[src/hw/rtl/dzs_pkg.sv]
// Shared constants, payload types and register indexes for the dead-zone scaler.
package dzs_pkg;

    localparam int SAMPLE_BITS = 16;
    localparam int FRAC_BITS   = 14;
    localparam int OUT_BITS    = 16;
    localparam int MAG_W       = SAMPLE_BITS + 1;
    localparam int SQ_W        = 2 * SAMPLE_BITS;
    localparam int RES_W       = SQ_W + 1;
    localparam int LEN_W       = SAMPLE_BITS;
    localparam int SQRT_STEPS  = SAMPLE_BITS;
    localparam int TDZ_W       = 15;
    localparam int DZ_W        = 16;
    localparam int CFG_W       = 16;
    localparam int CFG_IDX_W   = 2;
    localparam int TNUM_W      = DZ_W + FRAC_BITS;
    localparam int NUM_W       = SQ_W + FRAC_BITS + 1;
    localparam int DEN_W       = 2 * DZ_W;
    localparam int Q_W         = FRAC_BITS + 1;
    localparam int PROD_W      = MAG_W + LEN_W;

    localparam logic [TDZ_W-1:0]  TRIG_DZ_RST  = TDZ_W'(250);
    localparam logic [DZ_W-1:0]   STICK_DZ_RST = DZ_W'(8000);
    localparam logic [DZ_W-1:0]   FULL_RST     = DZ_W'(30000);
    localparam logic [OUT_BITS-1:0] ONE_FIX    = OUT_BITS'(1 << FRAC_BITS);

    typedef enum logic [CFG_IDX_W-1:0] {
        REG_TRIG_DZ  = 2'd0,
        REG_STICK_DZ = 2'd1,
        REG_FULL     = 2'd2
    } reg_index_t;

    typedef struct packed {
        logic              mode;
        logic              sx;
        logic              sy;
        logic              zero;
        logic              one;
        logic [MAG_W-1:0]  mx;
        logic [MAG_W-1:0]  my;
        logic [TNUM_W-1:0] tnum;
        logic [DZ_W-1:0]   tden;
    } sqrt_pay_t;

    typedef struct packed {
        logic mode;
        logic sx;
        logic sy;
        logic zero;
        logic one;
    } div_pay_t;

    typedef struct packed {
        logic [NUM_W-1:0] rem;
        logic [DEN_W-1:0] den;
        logic [Q_W-1:0]   q;
    } div_lane_t;

endpackage

[src/hw/rtl/dzs_sqrt_stage.sv]
// One restoring square-root step: settles one result bit per pipeline stage.
module dzs_sqrt_stage
    import dzs_pkg::*;
#(
    parameter int STEP = 0
)
(
    input  logic             clk,
    input  logic             rst_n,
    input  logic             en,
    input  logic             in_valid,
    input  logic [SQ_W-1:0]  in_rem,
    input  logic [RES_W-1:0] in_res,
    input  sqrt_pay_t        in_pay,
    output logic             out_valid,
    output logic [SQ_W-1:0]  out_rem,
    output logic [RES_W-1:0] out_res,
    output sqrt_pay_t        out_pay
);

    localparam logic [RES_W-1:0] BIT = RES_W'(1) << (2 * STEP);

    logic             valid_reg;
    logic [SQ_W-1:0]  rem_reg;
    logic [SQ_W-1:0]  rem_next;
    logic [RES_W-1:0] res_reg;
    logic [RES_W-1:0] res_next;
    sqrt_pay_t        pay_reg;
    logic [RES_W-1:0] trial;
    logic             take;

    always_comb
    begin
        trial = in_res + BIT;
        take  = {1'b0, in_rem} >= trial;
        if (take)
        begin
            rem_next = in_rem - trial[SQ_W-1:0];
            res_next = (in_res >> 1) + BIT;
        end
        else
        begin
            rem_next = in_rem;
            res_next = in_res >> 1;
        end
    end

    always_ff @(posedge clk or negedge rst_n)
    begin
        if (!rst_n)
        begin
            valid_reg <= 1'b0;
        end
        else if (en)
        begin
            valid_reg <= in_valid;
        end
    end

    always_ff @(posedge clk)
    begin
        if (en)
        begin
            rem_reg <= rem_next;
            res_reg <= res_next;
            pay_reg <= in_pay;
        end
    end

    assign out_valid = valid_reg;
    assign out_rem   = rem_reg;
    assign out_res   = res_reg;
    assign out_pay   = pay_reg;

endmodule

[config.mk]
export PLATFORM = sky130hd
export DESIGN_NAME = dzs_sqrt_stage
export DESIGN_NICKNAME = d
export VERILOG_FILES = /design/src/hw/rtl/dzs_pkg.sv /design/src/hw/rtl/dzs_sqrt_stage.sv
export SDC_FILE = /design/constraint.sdc
export NUM_CORES = 1
export LEC_CHECK = 0
export BUFFER_PORTS_ARGS = -buffer_cell sky130_fd_sc_hd__buf_2
export CAP_MARGIN = 25
export CORE_AREA = 2 2 134 136
export CTS_CLUSTER_DIAMETER = 120
export DETAILED_ROUTE_END_ITERATION = 12
export DIE_AREA = 0 0 136 138
export MAX_ROUTING_LAYER = met4
export PLACE_DENSITY = 0.75
export SKIP_LAST_GASP = 1
export SLEW_MARGIN = 40
export SYNTH_ARGS = -nofsm -noshare
export SYNTH_HDL_FRONTEND = slang
export SYNTH_SLANG_ARGS = --single-unit
[constraint.sdc]
create_clock -name clk -period 0.9 [get_ports clk]
set_clock_uncertainty 0.05 [all_clocks]
set_input_delay 0.09 -clock clk [delete_from_list [all_inputs] [get_ports clk]]
set_output_delay 0.09 -clock clk [all_outputs]
set_load 0.02 [all_outputs]
==> flow_summary.toml <==
[min_path]
holdCritPathClass = "primary input to flop"
holdPathEnd = "out_res[29]"
min_path_cells = 2
min_from = "in_res[30]"

[placed_design]
dp.cells = 1417
dp_hpwl_mm = 22.4
port_buffers = 304
place_congestion = 0.972
dp_slack_ps = -3000

[setup_path]
regToRegSetupSlack_ps = -60
r2r-start = "out_valid"
r2r-end = "out_valid"
cp_max_fo = 5
crit_slowest_cell = "xnor2_1"
cp.arrival_ps = 4000
rr_worst_depth = 2
cp_cell_sequence = "buf_2 -> ha_1 -> buf_4 -> nand2_1 -> nor2_2 -> buf_4 -> xnor2_1 -> ha_1 -> nand2_1 -> a211o_1 -> a31oi_2 -> o21ai_1 -> a311oi_2 -> o221ai_4 -> buf_12 -> buf_6 -> clkbuf_16 -> o21ai_0"
startpoint_type = "primary input"
required_ps = 1060
crit_type = "primary input to flop"
slowest_delay_ps = 500
end_kind = "flop"
startpoint = "in_res[2]"

[synth]
async_reset_ff_share_pct = 0.662
synth.largest_area_cell = "edfxtp_1"
syn-cell-area_um2 = 7990
synth_fp_nets = 877
netlist.area_leader.share_pct = 56.4
synth_common_cells = "150 x edfxtp_1, 79 x nand2_1, 59 x xor2_1"
synth_seq_cells = 151
syn_inst = 688
avgSynthCellArea_um2 = 11.6
ys_seq_area_share_pct = 56.7
yosysMostFrequentCell = "edfxtp_1"
synth_edf_count = 150
synth_area_leaders = "edfxtp_1 56%, xor2_1 6.5%, ha_1 5.3%"
yosys_warnings = 0
synth_ff_type = "edfxtp_1"
synth_cell_types = 59

[power]
power.density_nw_per_um2 = 1580
p_leak_nw = 6.57
vdd_drop_max_v = 0.00152

[timing]
max_freq_mhz = 261
worst_slack_ps = -2940
fin_crit_sh_pct = 426
worst_pin_slew_ps = 615
setup_viol = 217
hold_slack_ps = -29.9
max_slew_margin_pct = 58.7
fin_tns_setup_ps = -215580
hold_viol_final = 1
period_minus_slack_ps = 3840
rsz0062_at_grt = "true"
slew_violations = 0

[clock_network]
clk_latency_ps = 440
root_buffer = "clkbuf_16"
tritoncts = "yes"
clk_transition_reported_paths_ps = 70
ctsHtreeMaxLevel = 4
clock_path_buffers = 2
ctsHoldBuffers = 114
cts_buffers = 17
clock_sinks = 151

[cells_and_area]
multiInputGateArea_um2 = 3730
fin_cells = 1589
register_area_um2 = 4530
fin_nets = 1533
drive_above_1_share_pct = 50.0
n_fill_cell = 811
area_growth_pct = 85.8

[floorplan]
floorplan.initialDensity_pct = 45.6
core_area_um2 = 17500
num_io_pins = 305
die_h_um = 138
dieArea_um2 = 18800
die_x_um = 136
rows = 49

[run_status]
outcome = "complete, but fails checks"
violations = "negative hold slack, negative setup slack"

[detailed_routing]
post_drt_wl_per_cell_um = 28.3
routed_wl_mm = 44.9
post-route-drc-count = 0
via_count = 9746
vias_per_cell = 6.13
ant_nets = 0
drt_first_pass_iters = 6
first_iter_violations = 1306

[global_routing]
gr-total-overflow = 0
track_usage_pct = 38.9
grt_pass1_wl_mm = 52.6
grt_pass1_vias = 8918
grt_start_max_net_pins = 43
antenna_found_initial = 3

[flow_run]
drv_cap = 0
## placed cells by master (no fill, tap or decap), drive strengths merged, types with 3 or more instances in the layout
cell type	count
nand3	28
nand4	23
o21a	5
dlygate4sd3	114
o31ai	6
nor3	26
o21bai	3
a21oi	31
a21o	12
o21ai	44
ha	34
a211oi	4
a21boi	4
nand2b	4
clkinv	5
nand2	79
xor2	59
clkbuf	20
buf	550
inv	26
diode	3
nor4	8
edfxtp	150
nor2b	4
xnor2	27
or3	4
and3	7
nor2	48
## layer usage
layer / vias to the layer above / global-route usage, % / wire [µm]
met5: - / - / 0
met4: 0 / 22.6 / 5080
met3: 391 / 8.14 / 6180
met2: 1081 / 64.0 / 19500
met1: 4423 / 43.4 / 14200
li1: 3851 / - / -
## per-stage QoR
stage                     power [mW]  instance area [µm²]  util, %
final                           23.5                14800     84.7
after global routing            23.9                14800     84.7
after CTS                       21.8                14200     81.2
after detailed placement        13.7                11500     65.8
after global placement          13.6                11500     65.8
after floorplan                 11.2                 8160        -
## timing repair
item	4_1_cts	5_1_grt
buffers inserted	15	3
hold endpoints to repair	114	2
pin swaps	44	22
resized for setup	223	162
gates cloned	2	4
endpoints found under the setup margin	216	217
## flip-flops by register name (all words and copies together), names as in the netlist
name,count
out_pay,85
out_rem,32
out_res,33
out_valid,1
## where the power goes
part | internal (mW) | switching [mW] | total (mW)
Combinational | 3.32 | 3.79 | 7.11
Clock | 3.93 | 3.59 | 7.52
Sequential | 8.47 | 0.426 | 8.89
## worst max path at each step
stage,to,slack (ps),cells past startpoint
2_1_floorplan,out_rem[20],-2500,17
3_3_place_gp,out_rem[4],-2930,15
3_5_place_dp,out_rem[23],-3000,15
4_1_cts,out_res[29],-2350,16
5_1_grt,out_rem[28],-2840,17
6_report,out_rem[8],-2940,18
## worst max-delay path: cells and delay by family
kind,cells,cell delay (ps)
xor+xnor,1,500
fa+ha+maj,2,580
buf+inv,6,1000
compound gates,6,1500
simple gates,3,330
## cell families (layout without fill, tap and decap cells)
logic type	after synthesis	in the layout	synth area share (%)
and+or+nand+nor	238	238	15.1
DFF	151	151	56.7
AOI/OAI and AO/OA	127	127	10.1
xor gates and xnor gates	86	86	9.43
buffers and inverters	49	718	2.83
adders and majority gates	35	35	5.58
muxes	2	2	0.282
other	0	3	0
## cell type report
| class | count | area share (%) |
|---|---|---|
| flip-flops and latches | 151 | 30.5 |
| clock inverters | 14 | 1.07 |
| multi-input cells | 488 | 25.1 |
| repair buffers | 666 | 37.9 |
| clock buffers | 18 | 2.89 |
| well taps | 229 | 1.93 |
| inverters | 20 | 0.506 |
| diodes | 3 | 0.0506 |
Note: power is estimated with default switching activity, not from simulation.
