**config.mk**
```make
export PLATFORM = sky130hd
export DESIGN_NAME = dzs_div_stage
export DESIGN_NICKNAME = d
export VERILOG_FILES = /design/src/hw/rtl/dzs_pkg.sv /design/src/hw/rtl/dzs_div_stage.sv
export SDC_FILE = /design/constraint.sdc
export NUM_CORES = 1
export LEC_CHECK = 0
export BUFFER_PORTS_ARGS = -buffer_cell sky130_fd_sc_hd__buf_2
export CORE_UTILIZATION = 51
export CTS_CLUSTER_DIAMETER = 30
export CTS_CLUSTER_SIZE = 25
export DETAILED_ROUTE_END_ITERATION = 6
export GPL_TIMING_DRIVEN = 0
export PLACE_DENSITY = 0.81
export SLEW_MARGIN = 20
export SYNTH_ARGS = -nofsm -noshare
export SYNTH_HDL_FRONTEND = slang
export SYNTH_SLANG_ARGS = --single-unit
```
**constraint.sdc**
```tcl
create_clock -name clk -period 1 [get_ports clk]
set_input_delay 0.15 -clock clk [delete_from_list [all_inputs] [get_ports clk]]
set_output_delay 0.15 -clock clk [all_outputs]
set_load 0.005 [all_outputs]
```
**src/hw/rtl/dzs_pkg.sv**
```systemverilog
// Shared constants, payload types and register indexes for the dead-zone scaler.
package dzs_pkg;

    localparam int SAMPLE_BITS = 16;
    localparam int FRAC_BITS   = 14;
    localparam int OUT_BITS    = 16;
    localparam int MAG_W       = SAMPLE_BITS + 1;
    localparam int SQ_W        = 2 * SAMPLE_BITS;
    localparam int RES_W       = SQ_W + 1;
    localparam int LEN_W       = SAMPLE_BITS;
    localparam int SQRT_STEPS  = SAMPLE_BITS;
    localparam int TDZ_W       = 15;
    localparam int DZ_W        = 16;
    localparam int CFG_W       = 16;
    localparam int CFG_IDX_W   = 2;
    localparam int TNUM_W      = DZ_W + FRAC_BITS;
    localparam int NUM_W       = SQ_W + FRAC_BITS + 1;
    localparam int DEN_W       = 2 * DZ_W;
    localparam int Q_W         = FRAC_BITS + 1;
    localparam int PROD_W      = MAG_W + LEN_W;

    localparam logic [TDZ_W-1:0]  TRIG_DZ_RST  = TDZ_W'(250);
    localparam logic [DZ_W-1:0]   STICK_DZ_RST = DZ_W'(8000);
    localparam logic [DZ_W-1:0]   FULL_RST     = DZ_W'(30000);
    localparam logic [OUT_BITS-1:0] ONE_FIX    = OUT_BITS'(1 << FRAC_BITS);

    typedef enum logic [CFG_IDX_W-1:0] {
        REG_TRIG_DZ  = 2'd0,
        REG_STICK_DZ = 2'd1,
        REG_FULL     = 2'd2
    } reg_index_t;

    typedef struct packed {
        logic              mode;
        logic              sx;
        logic              sy;
        logic              zero;
        logic              one;
        logic [MAG_W-1:0]  mx;
        logic [MAG_W-1:0]  my;
        logic [TNUM_W-1:0] tnum;
        logic [DZ_W-1:0]   tden;
    } sqrt_pay_t;

    typedef struct packed {
        logic mode;
        logic sx;
        logic sy;
        logic zero;
        logic one;
    } div_pay_t;

    typedef struct packed {
        logic [NUM_W-1:0] rem;
        logic [DEN_W-1:0] den;
        logic [Q_W-1:0]   q;
    } div_lane_t;

endpackage

```
**src/hw/rtl/dzs_div_stage.sv**
```systemverilog
// One restoring division step for both axis lanes: one quotient bit per stage.
module dzs_div_stage
    import dzs_pkg::*;
#(
    parameter int STEP = 0
)
(
    input  logic      clk,
    input  logic      rst_n,
    input  logic      en,
    input  logic      in_valid,
    input  div_lane_t in_x,
    input  div_lane_t in_y,
    input  div_pay_t  in_pay,
    output logic      out_valid,
    output div_lane_t out_x,
    output div_lane_t out_y,
    output div_pay_t  out_pay
);

    logic      valid_reg;
    div_lane_t x_reg;
    div_lane_t x_next;
    div_lane_t y_reg;
    div_lane_t y_next;
    div_pay_t  pay_reg;

    function automatic div_lane_t div_step(input div_lane_t l);
        logic [NUM_W-1:0] shifted;
        div_lane_t        r;
        shifted = NUM_W'(l.den) << STEP;
        r = l;
        if (l.rem >= shifted)
        begin
            r.rem = l.rem - shifted;
            r.q   = l.q | (Q_W'(1) << STEP);
        end
        return r;
    endfunction

    always_comb
    begin
        x_next = div_step(in_x);
        y_next = div_step(in_y);
    end

    always_ff @(posedge clk or negedge rst_n)
    begin
        if (!rst_n)
        begin
            valid_reg <= 1'b0;
        end
        else if (en)
        begin
            valid_reg <= in_valid;
        end
    end

    always_ff @(posedge clk)
    begin
        if (en)
        begin
            x_reg   <= x_next;
            y_reg   <= y_next;
            pay_reg <= in_pay;
        end
    end

    assign out_valid = valid_reg;
    assign out_x     = x_reg;
    assign out_y     = y_reg;
    assign out_pay   = pay_reg;

endmodule

```
==> results.toml, run 1 <==
[synthesis]
async_flop_share = 0.00515
ys_seq_area_frac = 0.518
ys_ff_latch = 194
avgSynthCellArea_um2 = 10.6
syn_area_mm2 = 0.0112
syn_nets = 1328
synth_edf_count = 193
yosys_warnings = 0
synth_cells = 1065
synth_ff_type = "edfxtp_1"
yosysUniqueCellTypes = 71

[run_status]
stop_error = "[ERROR GRT-0232] Routing congestion too high. Check the congestion heatmap in the GUI."
status = "did not finish"
stop_stage = "global routing (5_1_grt)"

[die]
die_h_um = 150
io_pins = 391
chipWidth_um = 150
num_rows = 53
start_util = 0.528

[cts]
clock_path_buffers = 2
htree_levels = 4
cts_buffers = 17
cts_sinks = 194
root_buffer = "clkbuf_16"

[timing]
worst_endpoint = "out_x[65]$_DFFE_PP_/D"
worst-ep-kind = "register data pin"

[placed_design]
dp_hpwl_mm = 26.7
gp_congestion = 0.936
buffer_ports.inserted = 388

[global_routing]
grt_usage = 0.777
grt_max_degree = 103
grt_overflow = 104
[metrics by stage]
step / cell area, um^2 / hold slack (ns) / worst slack, ns / instances
2_1_floorplan: 12000 / -0.146 / -1.44 / 1065
3_5_place_dp: 14300 / -0.0747 / -2.04 / 1729
3_3_place_gp: 14300 / -0.0748 / -2.73 / 1728
4_1_cts: 18300 / 0.000870 / -1.32 / 1974
[what timing repair did]
action,4_1_cts
gates cloned,9
setup endpoints to repair,392
endpoints found under the hold margin,107
hold buffers,108
pin swaps,96
setup buffers,102
gates resized for setup,291
[routing by layer]
metal,global-route usage,overflow
met1,0.768,2
met5,0.175,1
met2,0.950,51
met4,0.835,45
met3,0.609,5
[logic make-up after synthesis]
logic type                 synth area share
AOI/OAI and AO/OA                     0.160
adders and majority gates            0.0748
muxes                               0.00501
xor gates and xnor gates             0.0655
and+or+nand+nor                       0.135
buffers and inverters                0.0427
DFF                                   0.518
[cell usage after synthesis (all sizes together), types with 24 or more instances]
master  number  area [um^2]
nor3        27          146
nor2        64          240
ha          64          801
xor2        40          350
a21oi      100          504
xnor2       44          385
o21ai       70          354
inv         83          312
edfxtp     193         5800
clkbuf      24         90.1
nand2      112          423
==> run 2: changes to the inputs <==
Settings changed: CORE_UTILIZATION 51 to 39, CTS_CLUSTER_DIAMETER 30 to not set, CTS_CLUSTER_SIZE 25 to not set, PLACE_DENSITY 0.81 to not set, PLACE_DENSITY_LB_ADDON set to 0.15.
==> run 2 against run 1 <==
Effect of this change:
- the flow now finishes, with violations (negative setup slack)
- synthesized cell count stayed put
- synthesized area stayed put
==> results.toml, run 2 <==
[global_routing]
grt_pass1_vias = 10821
grt_busiest_layer = "met2"
grt_use_met3 = 0.0492
grt_overflow = 0
grt_max_degree = 87
grt_usage = 0.252
antenna_found_initial = 4
grtUsageMet2 = 0.449
use_met1 = 0.289
grt_pass1_wl_mm = 57.0

[finish]
final_cells = 2118
final_util = 0.696
final_cell_area_mm2 = 0.0195
drive_gt1_frac = 0.526
layout_commonest_cell = "buf_2"
final_cell_mix = "buf_2, edfxtp_1, dlygate4sd3_1"
synthToLayoutAreaGrowth_pct = 73.9
fin_nets = 1986

[synthesis]
yosys-top-cells-area = "edfxtp_1, ha_1, a21oi_1"
async_flop_share = 0.00515
synth_commonest_cells = "edfxtp_1, nand2_1, a21oi_1"
synth_top_area_frac = 0.516
synth_ff_type = "edfxtp_1"
avgSynthCellArea_um2 = 10.6
ys_ff_latch = 194
yosysUniqueCellTypes = 71
yosys_warnings = 0
post-synth-top-area-cell = "edfxtp_1"
synth_most_common_cell = "edfxtp_1"
syn_area_mm2 = 0.0112
synth_cells = 1065
ys_seq_area_frac = 0.518
synth_edf_count = 193
syn_nets = 1328

[drt]
drc = 0
vias = 11037
routedWlPerCell_um = 18.7
dr.pass1.iters = 5
via_per_inst = 5.21
drtAntennaViolNets = 0
wl_mm = 39.5
drt_iter0_drc = 652

[cts]
root_buffer = "clkbuf_16"
tritoncts = "done"
htree_levels = 4
clk_latency_ns = 0.44
clkTransAtPathRegs_ns = 0.08
clock_path_buffers = 2
cts_sinks = 194
cts_buffers = 17

[placed_design]
buffer_ports.inserted = 388
gp_congestion = 0.887
dpl.cell_count = 1833
placed_cell_area_mm2 = 0.0145
dp_hpwl_mm = 25.9

[pwr]
comb_power_share = 0.300
p_int_mw = 17.3
peakVddDrop_uv = 1100
pwr-share-clk = 0.288
p_leak_nw = 8.00
netSwitchingFraction = 0.302
p_total_mw = 24.8
p_per_area_mw_per_mm2 = 1270
switchingPower_mw = 7.49
power_frac_seq = 0.412

[setup_path]
cp.required_ns = 1.20
start_kind = "primary input"
critPathCaptureType = "register"
arrival_ns = 2.47
critPathMaxFanout = 3
crit_chain = "buf_12, inv_12, ha_4, inv_2, fa_2, a21o_1, a2111o_1, a31oi_4, nor4_2, nor2_2, o31ai_1, xnor2_1, o21ai_1"
crit_type = "in -> reg"
max_stage_delay_ns = 0.42
crit_slowest_cell = "a2111o_1"

[timing]
rsz0062_at_grt = "true"
maxSlewHeadroom = 0.550
hold_viol = 0
clock_skew_ns = 0
setup_viol = 290
drv_slew = 0
max_clock_freq_mhz = 439
fin_ws_ns = -1.28
min_period_over_period = 2.28
max_slew.worst_pin.slew_ns = 0.672
period_minus_slack_ns = 2.28

[die]
start_util = 0.400
core-area_mm2 = 0.0281
die_h_um = 172
die-area_mm2 = 0.0295
chipWidth_um = 172
io_pins = 391
num_rows = 61

[hold_path]
hold_class = "in -> reg"

[run_status]
violations = "negative setup slack"
status = "complete, but fails checks"

[flow_run]
cap_violations = 0
run 2: cell counts after synthesis:
No cell type changed its count.
run 2: routing by layer:
metal  routed length, um  part of all wire  vias up
met5                  13           0.00033        -
met4                1310             0.033        2
met3                2360             0.060       83
met2               20600              0.52      419
met1               15300              0.39     5291
li1                    -                 -     5242
run 2: cell type report:
| cell class | count | area (um^2) |
|---|---|---|
| fillers | 2050 | 8540 |
| multi-input cells | 752 | 7070 |
| flip-flops and latches | 194 | 5820 |
| repair buffers | 652 | 4850 |
| well taps | 378 | 473 |
| clock buffers | 17 | 425 |
| inverters | 83 | 367 |
| plain buffers | 23 | 362 |
| clock inverters | 15 | 169 |
| diodes | 4 | 10.0 |
run 2: cell families (layout without fill, tap and decap cells):
kind of cell | count (synthesis) | in the layout | synth area share
XOR/XNOR | 84 | 84 | 0.0655
multiplexers | 5 | 5 | 0.00501
AND/OR/NAND/NOR | 311 | 311 | 0.135
AO/OA/AOI/OAI | 286 | 286 | 0.160
buffers and inverters | 119 | 790 | 0.0427
flip-flops | 194 | 194 | 0.518
adder cells (fa/ha/maj) | 66 | 66 | 0.0748
other | 0 | 4 | 0
run 2: through the flow:
| step | hold slack, ns | setup slack, ns | TNS (ns) |
|---|---|---|---|
| after floorplan | -0.146 | -1.44 | -125.14 |
| after global placement | -0.0741 | -2.91 | -724.21 |
| after detailed placement | -0.0737 | -2.13 | -228.09 |
| after CTS | 0.000526 | -1.26 | -129.29 |
| after global routing | 0.00908 | -1.37 | -137.56 |
| final | 0.00871 | -1.28 | -125.07 |
run 2: path summary, 6_finish.rpt:
kind	startpoint	to	cells past startpoint	slack, ns
worst max-delay path	in_x[47]	out_x[77]	13	-1.28
worst max register to register	out_valid	out_valid	1	0.25
min in group asynchronous	rst_n	out_valid	3	0.53
worst min-delay path	in_y[64]	out_y[64]	3	0.009
worst min register to register	out_valid	out_valid	1	0.52
max in group asynchronous	rst_n	out_valid	3	0.37
run 2: what timing repair did:
item                                    in CTS  in global routing
buffers inserted                            97                 41
endpoints found under the setup margin     290                290
hold buffers                               114                  5
pin swaps                                  105                 73
gates resized for setup                    267                229
cloned                                       9                  1
hold endpoints to repair                   113                  5
run 2: power groups by stage:
stage | Combinational [mW] | Sequential, mW | Clock, mW
after floorplan | 2.83 | 10.6 | 0
after global placement | 5.23 | 10.4 | 0
after detailed placement | 5.29 | 10.4 | 0
after CTS | 6.54 | 10.2 | 7.27
after global routing | 8.02 | 10.3 | 7.46
final | 7.45 | 10.2 | 7.13
run 2: worst max-delay path: cells and delay by family:
kind                       cells  cell delay, ns
AOI/OAI and AO/OA              5            1.16
xor gates and xnor gates       1            0.23
adders and majority gates      2            0.45
buffers and inverters          3            0.18
and+or+nand+nor                2            0.29
(Power assumes the default switching activity.)
==> run 3: changes to the inputs <==
Settings changed: BUFFER_PORTS_ARGS -buffer_cell sky130_fd_sc_hd__buf_2 to not set, CORE_ASPECT_RATIO set to 1.75, DONT_BUFFER_PORTS set to 1, REMOVE_ABC_BUFFERS set to 1.
==> run 3 against run 2 <==
Effect of this change:
- the run ends with negative hold slack, negative setup slack left
- clock skew is the same
- sequential power is 5% higher
- cell count decreased by 16%
- utilization decreased by 5.4 points
- critical path depth shrank 1
- maximum frequency rose by 0.63%
- routed wire length grew 11%
- register-to-register slack worse by 0.03 ns
- highest routed layer is now met4
==> results.toml, run 3 (synthesis results as in run 2) <==
[run_status]
violations = "negative hold slack, negative setup slack"
status = "complete, but fails checks"

[finish]
synthToLayoutAreaGrowth_pct = 61.0
final_cell_area_mm2 = 0.0181
n_antenna_cell = 0
final_cell_mix = "dlygate4sd3_1, edfxtp_1, buf_4"
fillers = 2113
fin_nets = 1662
final_util = 0.642
drive_gt1_frac = 0.369
layout_commonest_cell = "dlygate4sd3_1"

[setup_path]
cp.required_ns = 1.21
arrival_ns = 2.47
crit_type = "in -> reg"
critPathCaptureType = "register"
start_kind = "primary input"
critPathMaxFanout = 6
r2r_cells = 1

[timing]
fin_ws_ns = -1.26
max_slew.worst_pin.slew_ns = 0.740
hold_ws_ns = -0.206
max_clock_freq_mhz = 442
maxSlewHeadroom = 0.494
min_period_over_period = 2.26
clock_skew_ns = 0
period_minus_slack_ns = 2.26
hold_viol = 87
setup_tns_ns = -110.49
rsz0062_at_grt = "true"
drv_slew = 0
setup_viol = 275

[cts]
root_buffer = "clkbuf_16"
clock_path_buffers = 2
clk_latency_ns = 0.47
cts_buffers = 17
tritoncts = "done"
htree_levels = 4
cts_sinks = 194
clkTransAtPathRegs_ns = 0.08

[drt]
via_per_inst = 5.78
vias = 10309
drt_iter0_drc = 629
met1_length_mm = 13.5
routedWlPerCell_um = 24.5
drc = 0
route.met3.wl_mm = 3.40
wl_met2_mm = 24.3
drtAntennaViolNets = 0
routed.top_layer = "met4"
wl_mm = 43.8
dr.pass1.iters = 5

[pwr]
p_per_area_mw_per_mm2 = 1290
peakVddDrop_uv = 1290
p_leak_nw = 6.58

[global_routing]
grt_max_degree = 195
grt_usage = 0.281
grt_pass1_wl_mm = 61.0
grt_pass1_vias = 10831
grt_overflow = 0
antenna_found_initial = 0

[placed_design]
gp_congestion = 0.897
buffer_ports.inserted = 0
dp_hpwl_mm = 25.7
placed_cell_area_mm2 = 0.0116

[hold_path]
hold_class = "in -> reg"
holdPathStages = 0

[die]
die-area_mm2 = 0.0295
chipWidth_um = 130
io_pins = 391
num_rows = 81
die_h_um = 227
core-area_mm2 = 0.0282
start_util = 0.399

[flow_run]
cap_violations = 0
==> run 3: final cells by class <==
| cell class | instances | area, um^2 | area share |
|---|---|---|---|
| flip-flops and latches | 194 | 5820 | 0.322 |
| well taps | 373 | 467 | 0.0258 |
| clock inverters | 15 | 123 | 0.00678 |
| inverters | 83 | 397 | 0.0219 |
| multi-input cells | 755 | 7240 | 0.400 |
| clock buffers | 17 | 425 | 0.0235 |
| repair buffers | 348 | 3620 | 0.200 |
==> run 3: path summary, 6_finish.rpt <==
| check | startpoint | end | slack [ns] |
|---|---|---|---|
| min in group asynchronous | rst_n | out_valid | 0.42 |
| max reg2reg | out_valid | out_valid | 0.22 |
| max | in_x[16] | out_x[80] | -1.26 |
| min reg2reg | out_valid | out_valid | 0.56 |
| min | en | out_y[48] | -0.21 |
| max in group asynchronous | rst_n | out_valid | 0.48 |
==> run 3: repair_timing <==
action	CTS	global route
endpoints found under the setup margin	290	290
pin swaps	148	92
endpoints found under the hold margin	386	195
gates resized for setup	410	164
hold buffers	194	1
gates cloned	15	1
setup buffers	100	44
==> run 3: per-stage QoR <==
step / cells / setup slack [ns] / hold WS, ns / power (mW)
floorplan: 1029 / -2.76 / -0.146 / 13.0
global placement: 1402 / -4.54 / -0.146 / 13.9
detailed placement: 1405 / -2.82 / -0.146 / 14.0
CTS: 1745 / -1.09 / -0.210 / 22.6
global route: 1785 / -1.31 / -0.211 / 24.1
finish: 1785 / -1.26 / -0.206 / 23.3
==> run 3: power breakdown <==
group          switching [mW]  total (mW)  internal [mW]
Combinational            2.92        5.95           3.03
Clock                    3.42        6.67           3.25
Sequential              0.606        10.7           10.1
Total                    6.95        23.3           16.4
==> run 3: critical path, stage by stage <==
cell,delay (ns)
clkinvlp_4,0.09
ha_4,0.28
nand3b_1,0.14
a21oi_2,0.25
o21bai_4,0.15
a2111oi_4,0.46
o21ai_4,0.16
buf_6,0.15
and2_4,0.18
buf_6,0.12
a211oi_2,0.23
xor2_1,0.11
==> run 3: routing by layer <==
metal  vias up  track usage
met5         -            0
met4         0        0.171
met3       171       0.0776
met2       524        0.548
met1      5018        0.246
li1       4596            -
